**src/rtl/ppoe_pkg.sv**
```systemverilog
`timescale 1ns / 1ps
// ----------------------------------------------------------------------------
// ppoe_pkg: shared types and constants of the pilot phase offset estimator
// Payload structs of both channels, register map and the CORDIC angle table.
// ----------------------------------------------------------------------------
package ppoe_pkg;

  localparam int ACC_W        = 40;
  localparam int DER_W        = 18;
  localparam int GAIN_W       = 32;
  localparam int PROD_W       = DER_W + GAIN_W;
  localparam int VEC_W        = 42;
  localparam int ITER_W       = 4;
  localparam int CORDIC_ITERS = 15;
  localparam int ADDR_W       = 4;
  localparam int DATA_W       = 32;

  localparam logic [GAIN_W-1:0] FREQ_GAIN_RESET  = 32'd0;
  localparam logic [GAIN_W-1:0] SAMP_GAIN_RESET  = 32'd0;
  localparam logic [GAIN_W-1:0] SLOPE_GAIN_RESET = 32'd2796203;

  localparam logic signed [19:0] SLOPE_LIMIT = 20'sd524287;
  localparam logic [15:0]        ANGLE_PI    = 16'h8000;

  typedef enum logic [1:0] {
    REG_FREQ_GAIN  = 2'd0,
    REG_SAMP_GAIN  = 2'd1,
    REG_SLOPE_GAIN = 2'd2
  } reg_idx_t;

  typedef struct packed {
    logic signed [15:0] first_re;
    logic signed [15:0] first_im;
    logic               first_ref_re_neg;
    logic               first_ref_im_neg;
    logic signed [15:0] second_re;
    logic signed [15:0] second_im;
    logic               second_ref_re_neg;
    logic               second_ref_im_neg;
    logic               last;
  } pilot_t;

  typedef struct packed {
    logic signed [15:0] phase_angle;
    logic signed [31:0] frequency_step;
    logic signed [31:0] sampling_step;
    logic signed [19:0] slope_correction;
    logic               slope_clamped;
  } estimate_t;

  // round(atan(2^-i) * 32768 / pi)
  function automatic logic [15:0] atan_step(input logic [ITER_W-1:0] i);
    logic [15:0] v;
    unique case (i)
      4'd0:    v = 16'd8192;
      4'd1:    v = 16'd4836;
      4'd2:    v = 16'd2555;
      4'd3:    v = 16'd1297;
      4'd4:    v = 16'd651;
      4'd5:    v = 16'd326;
      4'd6:    v = 16'd163;
      4'd7:    v = 16'd81;
      4'd8:    v = 16'd41;
      4'd9:    v = 16'd20;
      4'd10:   v = 16'd10;
      4'd11:   v = 16'd5;
      4'd12:   v = 16'd3;
      4'd13:   v = 16'd1;
      4'd14:   v = 16'd1;
      default: v = 16'd0;
    endcase
    return v;
  endfunction

endpackage

```
**src/rtl/ppoe_if.sv**
```systemverilog
`timescale 1ns / 1ps
// ----------------------------------------------------------------------------
// ppoe_if: valid/ready channels of the pilot phase offset estimator
// One interface for the pilot pair requests and one for the estimates.
// ----------------------------------------------------------------------------
interface ppoe_in_if;
  import ppoe_pkg::*;
  logic   valid;
  logic   ready;
  pilot_t data;
  modport source (output valid, output data, input ready);
  modport sink (input valid, input data, output ready);
endinterface

interface ppoe_out_if;
  import ppoe_pkg::*;
  logic      valid;
  logic      ready;
  estimate_t data;
  modport source (output valid, output data, input ready);
  modport sink (input valid, input data, output ready);
endinterface

```
**src/rtl/pilot_phase_offset_estimator_top.sv**
```systemverilog
`timescale 1ns / 1ps
// ----------------------------------------------------------------------------
// pilot_phase_offset_estimator_top: data-aided pilot phase offset estimator
// Correlates derotated pilot pairs and turns the angle into three corrections.
// ----------------------------------------------------------------------------
// Usage: each request on pilots carries two pilot samples with their reference
// signs. The pair is derotated and second * conj(first) is added to 40-bit
// accumulators. A request with last set also produces one request on estimate:
// the correlation angle (pi/32768 units), frequency and sampling steps and the
// clamped slope correction; the accumulators then clear.
// Timing: all arithmetic runs on one 18x32 multiplier and one CORDIC stage
// under a sequencer. A pair without last runs four multiplies plus pipeline
// before the next pair can be accepted. A pair with last runs the correlation,
// setup, 15 CORDIC iterations and the gain steps before the estimate is valid,
// and skips the CORDIC when both accumulators are zero.
// Stalls: the estimate sits in an output register, so new pairs are accepted
// while it waits. A further last pair holds before its gain step until the
// earlier estimate is taken.
// Reset: rst clears accumulators, sequencer and output valid and loads default
// gains. The user writes the gains over the APB port (0x0 frequency, 0x4
// sampling, 0x8 slope) only while the block is idle, not enforced by the block.
// ----------------------------------------------------------------------------
module pilot_phase_offset_estimator_top (
  input  logic                         clk,
  input  logic                         rst,
  ppoe_in_if.sink                      pilots,
  ppoe_out_if.source                   estimate,
  input  logic                         psel,
  input  logic                         penable,
  input  logic                         pwrite,
  input  logic [ppoe_pkg::ADDR_W-1:0]  paddr,
  input  logic [ppoe_pkg::DATA_W-1:0]  pwdata,
  output logic [ppoe_pkg::DATA_W-1:0]  prdata,
  output logic                         pready
);
  import ppoe_pkg::*;

  typedef enum logic [2:0] {
    S_IDLE,
    S_CORR,
    S_VEC_INIT,
    S_VEC,
    S_GAIN
  } state_t;

  state_t state;
  logic [2:0] step;
  logic [ITER_W-1:0] iter;

  logic signed [DER_W-1:0] d0r, d0i, d1r, d1i;
  logic last_q;
  logic [ACC_W-1:0] acc_re, acc_im;
  logic signed [VEC_W-1:0] x, y;
  logic [15:0] z;
  logic signed [PROD_W-1:0] prod;

  logic [GAIN_W-1:0] freq_gain, samp_gain, slope_gain;
  estimate_t out_data;
  logic out_valid;

  logic signed [DER_W-1:0] mul_a;
  logic signed [GAIN_W-1:0] mul_b;
  logic signed [DER_W-1:0] n0r, n0i, n1r, n1i;
  logic signed [VEC_W-1:0] xs, ys, x_ext, y_ext;
  logic signed [PROD_W-17:0] gain_q, gain_neg;
  logic [GAIN_W-1:0] gain_sat;
  logic out_free;
  logic cfg_write;
  reg_idx_t cfg_idx;

  function automatic logic signed [DER_W-1:0] cond_neg(input logic signed [15:0] v,
                                                       input logic n);
    logic signed [DER_W-1:0] e;
    e = DER_W'(v);
    return n ? -e : e;
  endfunction

  // Derotation by the conjugate of a +/-1 +/-1j reference is sign flips and adds.
  assign n0r = cond_neg(pilots.data.first_re, pilots.data.first_ref_re_neg)
             + cond_neg(pilots.data.first_im, pilots.data.first_ref_im_neg);
  assign n0i = cond_neg(pilots.data.first_im, pilots.data.first_ref_re_neg)
             - cond_neg(pilots.data.first_re, pilots.data.first_ref_im_neg);
  assign n1r = cond_neg(pilots.data.second_re, pilots.data.second_ref_re_neg)
             + cond_neg(pilots.data.second_im, pilots.data.second_ref_im_neg);
  assign n1i = cond_neg(pilots.data.second_im, pilots.data.second_ref_re_neg)
             - cond_neg(pilots.data.second_re, pilots.data.second_ref_im_neg);

  assign pilots.ready   = (state == S_IDLE);
  assign estimate.valid = out_valid;
  assign estimate.data  = out_data;
  assign out_free       = !out_valid || estimate.ready;

  // Shared multiplier operand selection.
  always_comb begin
    mul_a = '0;
    mul_b = '0;
    if (state == S_CORR) begin
      case (step)
        3'd0: begin mul_a = d1r; mul_b = GAIN_W'(d0r); end
        3'd1: begin mul_a = d1i; mul_b = GAIN_W'(d0i); end
        3'd2: begin mul_a = d1i; mul_b = GAIN_W'(d0r); end
        3'd3: begin mul_a = d1r; mul_b = GAIN_W'(d0i); end
        default: begin mul_a = '0; mul_b = '0; end
      endcase
    end else if (state == S_GAIN) begin
      mul_a = DER_W'(signed'(z));
      case (step)
        3'd0:    mul_b = signed'(freq_gain);
        3'd1:    mul_b = signed'(samp_gain);
        3'd2:    mul_b = signed'(slope_gain);
        default: mul_b = '0;
      endcase
    end
  end

  assign gain_q   = prod[PROD_W-1:16];
  assign gain_neg = -gain_q;
  always_comb begin
    if (gain_q[PROD_W-17:31] != {(PROD_W-47){gain_q[31]}}) begin
      gain_sat = gain_q[PROD_W-17] ? 32'h8000_0000 : 32'h7FFF_FFFF;
    end else begin
      gain_sat = gain_q[31:0];
    end
  end

  assign xs    = x >>> iter;
  assign ys    = y >>> iter;
  assign x_ext = VEC_W'(signed'(acc_re));
  assign y_ext = VEC_W'(signed'(acc_im));

  always_ff @(posedge clk) begin
    prod <= PROD_W'(mul_a) * PROD_W'(mul_b);
    if (rst) begin
      state     <= S_IDLE;
      step      <= '0;
      iter      <= '0;
      acc_re    <= '0;
      acc_im    <= '0;
      out_valid <= 1'b0;
      last_q    <= 1'b0;
    end else begin
      if (out_valid && estimate.ready) begin
        out_valid <= 1'b0;
      end
      unique case (state)
        S_IDLE: begin
          if (pilots.valid) begin
            d0r    <= n0r;
            d0i    <= n0i;
            d1r    <= n1r;
            d1i    <= n1i;
            last_q <= pilots.data.last;
            step   <= '0;
            state  <= S_CORR;
          end
        end
        S_CORR: begin
          step <= step + 3'd1;
          case (step)
            3'd1, 3'd2: acc_re <= acc_re + prod[ACC_W-1:0];
            3'd3:       acc_im <= acc_im + prod[ACC_W-1:0];
            3'd4: begin
              acc_im <= acc_im - prod[ACC_W-1:0];
              state  <= last_q ? S_VEC_INIT : S_IDLE;
            end
            default: ;
          endcase
        end
        S_VEC_INIT: begin
          iter   <= '0;
          step   <= '0;
          acc_re <= '0;
          acc_im <= '0;
          if (acc_re == '0 && acc_im == '0) begin
            z     <= '0;
            state <= S_GAIN;
          end else begin
            // Fold the left half plane onto the right, starting the angle at pi.
            if (acc_re[ACC_W-1]) begin
              x <= -x_ext;
              y <= -y_ext;
              z <= ANGLE_PI;
            end else begin
              x <= x_ext;
              y <= y_ext;
              z <= '0;
            end
            state <= S_VEC;
          end
        end
        S_VEC: begin
          if (!y[VEC_W-1]) begin
            x <= x + ys;
            y <= y - xs;
            z <= z + atan_step(iter);
          end else begin
            x <= x - ys;
            y <= y + xs;
            z <= z - atan_step(iter);
          end
          iter <= iter + ITER_W'(1);
          if (iter == ITER_W'(CORDIC_ITERS - 1)) begin
            step  <= '0;
            state <= S_GAIN;
          end
        end
        S_GAIN: begin
          case (step)
            3'd0: begin
              // Wait here until an earlier estimate has been taken.
              if (out_free) begin
                step <= 3'd1;
              end
            end
            3'd1: begin
              out_data.frequency_step <= gain_sat;
              step <= 3'd2;
            end
            3'd2: begin
              out_data.sampling_step <= gain_sat;
              step <= 3'd3;
            end
            default: begin
              out_data.phase_angle <= z;
              if (gain_q > (PROD_W-16)'(SLOPE_LIMIT)) begin
                out_data.slope_correction <= -SLOPE_LIMIT;
                out_data.slope_clamped    <= 1'b1;
              end else if (gain_q < -(PROD_W-16)'(SLOPE_LIMIT)) begin
                out_data.slope_correction <= SLOPE_LIMIT;
                out_data.slope_clamped    <= 1'b1;
              end else begin
                out_data.slope_correction <= gain_neg[19:0];
                out_data.slope_clamped    <= 1'b0;
              end
              out_valid <= 1'b1;
              state     <= S_IDLE;
            end
          endcase
        end
        default: state <= S_IDLE;
      endcase
    end
  end

  // Configuration port.
  assign pready    = 1'b1;
  assign cfg_write = psel && penable && pwrite;
  assign cfg_idx   = reg_idx_t'(paddr[ADDR_W-1:2]);

  always_ff @(posedge clk) begin
    if (rst) begin
      freq_gain  <= FREQ_GAIN_RESET;
      samp_gain  <= SAMP_GAIN_RESET;
      slope_gain <= SLOPE_GAIN_RESET;
    end else if (cfg_write) begin
      case (cfg_idx)
        REG_FREQ_GAIN:  freq_gain  <= pwdata;
        REG_SAMP_GAIN:  samp_gain  <= pwdata;
        REG_SLOPE_GAIN: slope_gain <= pwdata;
        default: ;
      endcase
    end
  end

  always_comb begin
    case (cfg_idx)
      REG_FREQ_GAIN:  prdata = freq_gain;
      REG_SAMP_GAIN:  prdata = samp_gain;
      REG_SLOPE_GAIN: prdata = slope_gain;
      default:        prdata = '0;
    endcase
  end

  // The accumulators are already clear when a new estimate appears.
  a_acc_cleared: assert property (@(posedge clk) disable iff (rst)
    $rose(out_valid) |-> (acc_re == '0 && acc_im == '0))
    else $error("accumulators not cleared with estimate");

  // A clamp flag always comes with the clamp value.
  a_clamp_value: assert property (@(posedge clk) disable iff (rst)
    (out_valid && out_data.slope_clamped) |->
      (out_data.slope_correction == SLOPE_LIMIT ||
       out_data.slope_correction == -SLOPE_LIMIT))
    else $error("slope clamp flag without clamp value");

  // Vectoring keeps the x component in the right half plane.
  a_vec_x_pos: assert property (@(posedge clk) disable iff (rst)
    (state == S_VEC) |-> !x[VEC_W-1])
    else $error("CORDIC x went negative");

  // An output still waiting is never overwritten by the gain step.
  a_no_overrun: assert property (@(posedge clk) disable iff (rst)
    (state == S_GAIN && step != 3'd0) |-> !out_valid)
    else $error("estimate overwritten before it was taken");

endmodule

```
**src/flat_wrapper.sv**
```systemverilog
// flat-port wrapper written by rule: the top's interface ports become plain ports
module pilot_phase_offset_estimator_top_flat import ppoe_pkg::*;
  (clk, rst, psel, penable, pwrite, paddr, pwdata, prdata, pready, pilots_valid, pilots_data, pilots_ready, estimate_valid, estimate_data, estimate_ready);
  ppoe_in_if pilots_i ();
  ppoe_out_if estimate_i ();
  input  logic clk;
  input  logic rst;
  input  logic psel;
  input  logic penable;
  input  logic pwrite;
  input  logic [ppoe_pkg::ADDR_W-1:0] paddr;
  input  logic [ppoe_pkg::DATA_W-1:0] pwdata;
  output logic [ppoe_pkg::DATA_W-1:0] prdata;
  output logic pready;
  input wire logic [$bits(pilots_i.valid)-1:0] pilots_valid;
  input wire logic [$bits(pilots_i.data)-1:0] pilots_data;
  output wire logic [$bits(pilots_i.ready)-1:0] pilots_ready;
  output wire logic [$bits(estimate_i.valid)-1:0] estimate_valid;
  output wire logic [$bits(estimate_i.data)-1:0] estimate_data;
  input wire logic [$bits(estimate_i.ready)-1:0] estimate_ready;
  assign pilots_i.valid = pilots_valid;
  assign pilots_i.data = pilots_data;
  assign pilots_ready = pilots_i.ready;
  assign estimate_valid = estimate_i.valid;
  assign estimate_data = estimate_i.data;
  assign estimate_i.ready = estimate_ready;
  pilot_phase_offset_estimator_top u_core (.clk(clk), .rst(rst), .pilots(pilots_i), .estimate(estimate_i), .psel(psel), .penable(penable), .pwrite(pwrite), .paddr(paddr), .pwdata(pwdata), .prdata(prdata), .pready(pready));
endmodule
```
**config.mk**
```make
export PLATFORM = sky130hd
export DESIGN_NAME = pilot_phase_offset_estimator_top_flat
export DESIGN_NICKNAME = d
export VERILOG_FILES = /design/src/rtl/ppoe_pkg.sv /design/src/rtl/ppoe_if.sv /design/src/rtl/pilot_phase_offset_estimator_top.sv /design/src/flat_wrapper.sv
export SDC_FILE = /design/constraint.sdc
export NUM_CORES = 2
export LEC_CHECK = 0
export BUFFER_PORTS_ARGS = -buffer_cell sky130_fd_sc_hd__buf_4
export CAP_MARGIN = 25
export CORE_UTILIZATION = 50
export CTS_CLUSTER_SIZE = 40
export DETAILED_ROUTE_END_ITERATION = 10
export PLACE_DENSITY = 0.67
export SYNTH_ARGS = -nofsm -noshare
export SYNTH_HDL_FRONTEND = slang
export SYNTH_SLANG_ARGS = --single-unit
```
**constraint.sdc**
```tcl
create_clock -name clk -period 15.2 [get_ports clk]
set_input_delay 2.28 -clock clk [delete_from_list [all_inputs] [get_ports clk]]
set_output_delay 2.28 -clock clk [all_outputs]
set_load 0.05 [all_outputs]
```
Word level (Yosys, flattened, before mapping)
Memory sizes are Yosys's and may differ from the RTL's. A register that Yosys moved wholly into a read port is not among the register bits. Index checks and enable logic that the tools add are counted.

Input bits: 112. Logic and storage cells: 171. Output and inout port bits: 136. ROM bits: 448. Memories: 2. Register bits: 511.

Magnitude comparators: 2. Eq/ne operators: 21. Bitwise gates (word level): 2. $mul: 1. Reduce and logical (&&, ||, !) cells: 34. Add/subtract/negate cells: 22. Shift-type cells: 2. Multiplexer cells: 61.

Memory list: (no name shown) (depth 16, width 14, read ports 1, clocked after Yosys merged registers in 1, wr ports 0, RTL line ppoe_pkg.sv:54) `unique case (i)`; (no name shown) (depth 16, width 14, read ports 1, clocked after Yosys merged registers in 1, wr ports 0, RTL line ppoe_pkg.sv:54).

Operators with widths (number): $mux 42 (6); $pmux 40 s2 (3); $pmux 32 s3 (2); $mux 18 (10); $pmux 42 s2 (2); $mux 16 (9); $mux 32 (4); $add 42x42->42 (2); $neg 40->42 (2); $sshr 42x4->42 (2); $sub 42x42->42 (2); $add 40x40->40 (2); $logic_not 40->1 (2); $neg 16->18 (4); $pmux 32 s2 (1); $mul 18x32->50 (1); $mux 40 (1); $sub 40x40->40 (1); $add 18x18->18 (2); $pmux 18 s2 (1); $sub 18x18->18 (2); $gt 34x20->1 const B (1); $lt 34x20->1 const B (1); $pmux 16 s2 (1); 39 further kinds (81).

Depth between registers and ports, before layout
Depth in word-level cells: 6. Mapped depth: 38. Mapped depth without buffers: 33.

Worst setup path before layout
OpenSTA, ideal clock, no wires.

Path kind: input to register. Start point: input port rst. End point: register u_core.x[0], enable pin. Required time: 14.545 ns. Setup time: 0.655 ns. Data arrival time: 9.416 ns. Stages: 3. Path slack: 5.129 ns. Buffers on the path: 1. Path through: clkbuf_1 > nor2_1 > a21boi_0.

Cells in the longest elaborated chain, start to end: 2.

RTL lines: start, declared (RTL line flat_wrapper.sv:7) `input logic rst;`; $not 1->1 (no line); $reduce_and 3->1 (no line); end signal, assigned (RTL line pilot_phase_offset_estimator_top.sv:180) `x <= -x_ext;`; end signal, assigned (RTL line pilot_phase_offset_estimator_top.sv:184) `x <= x_ext;`; end signal, assigned (RTL line pilot_phase_offset_estimator_top.sv:193) `x <= x + ys;`; end, declared (RTL line pilot_phase_offset_estimator_top.sv:53) `logic signed [VEC_W-1:0] x, y;`.

Every way passes these cells. A chain may end at the register's enable or synchronous reset.

Final worst setup path
Start point: register u_core.step[0]. End point: register u_core.prod[48].

Cells in the longest elaborated chain, start to end: 5. Elaborated cells between the ends (all ways): 15.

RTL lines: start, declared (RTL line pilot_phase_offset_estimator_top.sv:47) `logic [2:0] step;`; start signal, assigned (RTL line pilot_phase_offset_estimator_top.sv:158) `step <= step + 3'd1;`; $eq 3x2->1, or another cell as far along (RTL line pilot_phase_offset_estimator_top.sv:98, pilot_phase_offset_estimator_top.sv:107); $pmux 32 s3 / $reduce_or 2->1 (equally long branches); $mux 32, or another cell as far along (RTL line pilot_phase_offset_estimator_top.sv:105) `end else if (state == S_GAIN) begin`; $mux 32 / $mux 18 (equally long branches) (RTL line pilot_phase_offset_estimator_top.sv:97) `if (state == S_CORR) begin`; $mul 18x32->50 * (RTL line pilot_phase_offset_estimator_top.sv:132) `prod <= PROD_W'(mul_a) * PROD_W'(mul_b);`; end signal, assigned (RTL line pilot_phase_offset_estimator_top.sv:132); end, declared (RTL line pilot_phase_offset_estimator_top.sv:55) `logic signed [PROD_W-1:0] prod;`.

Mark *: on every way between the ends. The rest lies on a longest branch, timed or not.

==> flow_summary.toml <==
[detailed_routing]
drt_iter0_drc = 4810
drt-total-wl_um = 193000
first_pass_iters = 6
drc = 0
wl_per_cell_um = 21.4
vias_per_cell = 5.86
num_vias = 52800
ant_nets = 0

[setup_path]
end_kind = "register"
worst_path_largest_cell_delay_ns = 0.84
crit_slowest_cell = "a21oi_1"
path_class = "register to register"
r2r_cells = 34
path_common_cell = "inv_1"
r2r_setup_slack_ns = 4.66
crit_fanout = 44
arrival_ns = 11.11
required_ns = 15.76
worstSetupStartpointType = "register"
r2r-end = "u_core.prod[48]"
regToRegStartpoint = "u_core.step[0]"

[synthesis]
synth_cell_types = 92
synth_mux_area_frac = 0.0580
synth.top_cell.area_share = 0.182
synth.avg_cell_area_um2 = 8.53
synth_xor_area_frac = 0.0822
synthTopCellsByArea = "fa_1 (18%), edfxtp_1 (13%), dfxtp_1 (8.2%)"
syn_nets = 8317
ys_warn_count = 0
synthAdderAreaFrac = 0.260
synth_top_cells_by_count = "nand2_1 (1044), inv_1 (789), nor2_1 (621), fa_1 (563), a21oi_1 (532)"
synth_area_um2 = 61900
synth_top_family_by_area = "adder cells"
synth-simple-area-share = 0.165
async_reset_ff_frac = 0
synth_edf_count = 271
synth_ff_type = "edfxtp_1"
synth_compound_area_frac = 0.151
ys_ff_latch = 523
yosysSeqAreaShare = 0.213
synth_cells = 7255
yosys.area.top_type = "fa_1"
synth.most_common_cell = "nand2_1"

[pwr]
p_leak_nw = 29.5
power_density_nw_per_um2 = 110
ir_drop_mv = 0.101

[clock_tree]
cts_setup_buffers = 0
cts_num_sinks = 523
insertion_delay_ns = 0.68
cts_made_buffers = 68
clk_pin_slew_ns = 0.06
holdBufCountCts = 0
cts_root_buffer = "clkbuf_16"
cts_max_level = 3
clock_path_buffers = 3
ctsResizeCount = 0
cts_tree = "done"

[hold_path]
hp-start = "u_core.last_q"
worstHoldPathCells = 2
hold_class = "register to register"
hold_end = "u_core.last_q"

[grt]
grt_pass1_vias = 52200
grt_max_degree = 95
grt_pass1_wl_um = 298000
antenna_found_initial = 4
grt-ovfl-total = 0
track_usage = 0.305

[floorplanning]
rows = 128
core_um2 = 122000
die_h_um = 354
fp.dieW_um = 354
initial_core_util = 0.506
ioPinCount = 248
dieArea_um2 = 125000

[timing]
hold_violations = 0
setup_viol_count_final = 0
slew_violations = 0
rsz0062_at_grt = "no"
period_share = 0.694
maxSlewHeadroom = 0.213
period_minus_slack_ns = 10.54
fin_skew_ns = 0.0379
fmax_mhz = 94.8
tightestPinTransition_ns = 1.18
fin_tns_setup_ns = 0

[flow_run]
maxCapViolCount = 0

[placement]
port_buffers = 244
hpwl_um = 151000
gp_congestion = 0.973
dp_cells = 8880

[layout]
num-nets-final = 8388
stdcell_count = 9010
drive_above_1_share = 0.0862
areaGrowthSynthToFinish_pct = 9.26

[status]
status = "finished clean"
==> cells by family after synthesis <==
logic type               count (synthesis)
other                                    1
AND/OR/NAND/NOR                       2317
buffers and inverters                 1124
flip-flops                             523
multiplexers                           255
AO/OA/AOI/OAI                         1504
adder cells (fa/ha/maj)                950
XOR/XNOR                               581
==> cell type report <==
class,count,area [um^2]
sequential,523,13200
antenna,4,10.0
timing repair buffer,332,2600
inverter,793,2980
fill,11400,54600
multi-input combinational,5608,44500
clock inverter,36,417
tap,1625,2030
clock buffer,89,1860
==> power breakdown <==
group | internal [mW] | switching [mW]
registers | 1.68 | 0.172
logic | 1.48 | 2.46
clock network | 0.935 | 0.717
==> cells in the final DEF (no fill, tap or decap), types with 22 or more instances in the layout <==
master     instances
mux2i_1          136
and3_1            34
buf_4            322
dfxtp_1          247
or3_1             87
nand4_1           35
nor2_1           615
o211ai_1          22
o22ai_1           30
a22oi_1           39
ha_1             387
o21a_1            64
xnor2_1          399
mux4_2            79
nand2_1         1043
a211oi_1          37
nand3_1          105
a22o_1            47
nor2b_1           54
o21ai_0          295
clkbuf_16         68
inv_1            789
a31oi_1           46
a21oi_1          532
o21bai_1          31
edfxtp_1         271
fa_1             563
mux2_2            40
nor3_1           100
nand2b_1          58
xor2_1           182
and2_1            63
o31ai_1           38
a21o_1           153
==> sequential cells by signal, summed over array words and instances (netlist names), named ones only <==
name	count
u_core.estimate.data	101
u_core.d1r	17
u_core.iter	4
u_core.step	3
u_core.last_q	1
u_core.freq_gain	32
u_core.prod	50
u_core.samp_gain	32
u_core.d0i	18
u_core.y	42
u_core.x	42
u_core.z	16
u_core.estimate.valid	1
u_core.acc_im	40
u_core.d0r	17
u_core.acc_re	40
u_core.state	3
u_core.slope_gain	32
u_core.d1i	18
==> layer usage <==
layer  GRT usage  routed length, um  vias up
li1            -                  -    24600
met1       0.392              78500    25700
met2       0.504              90200     2049
met3      0.0429              14200      416
met4       0.151              10100        6
met5           0                 35        -
==> worst max-delay path by stage <==
| stage | from | to | slack, ns | cells after the start |
|---|---|---|---|---|
| floorplan | rst | u_core.x[0] | 5.13 | 3 |
| global placement | u_core.step[0] | u_core.prod[49] | 4.77 | 33 |
| detailed placement | u_core.step[0] | u_core.prod[49] | 4.65 | 33 |
| CTS | u_core.step[0] | u_core.prod[49] | 4.62 | 33 |
| global route | u_core.step[0] | u_core.prod[48] | 4.21 | 34 |
| finish | u_core.step[0] | u_core.prod[48] | 4.66 | 34 |
==> worst max-delay path: cells and delay by family (launching register included) <==
family / cells / cell delay, ns
AO/OA/AOI/OAI: 12 / 4.15
buffers and inverters: 9 / 1.35
AND/OR/NAND/NOR: 4 / 1.05
flip-flops: 1 / 0.30
XOR/XNOR: 1 / 0.16
adder cells (fa/ha/maj): 8 / 3.38
==> metrics by stage <==
step	total power [mW]	hold WS [ns]	setup slack [ns]	cell area, um^2	utilization
detailed placement	5.77	0.454	4.65	65300	0.535
floorplan	4.66	0.437	5.13	61900	-
global route	7.99	0.481	4.21	67600	0.553
global placement	5.67	0.447	4.77	65100	0.533
CTS	7.44	0.462	4.62	67600	0.553
finish	7.44	0.462	4.66	67600	0.553
Power figures use the tool's default switching activity.
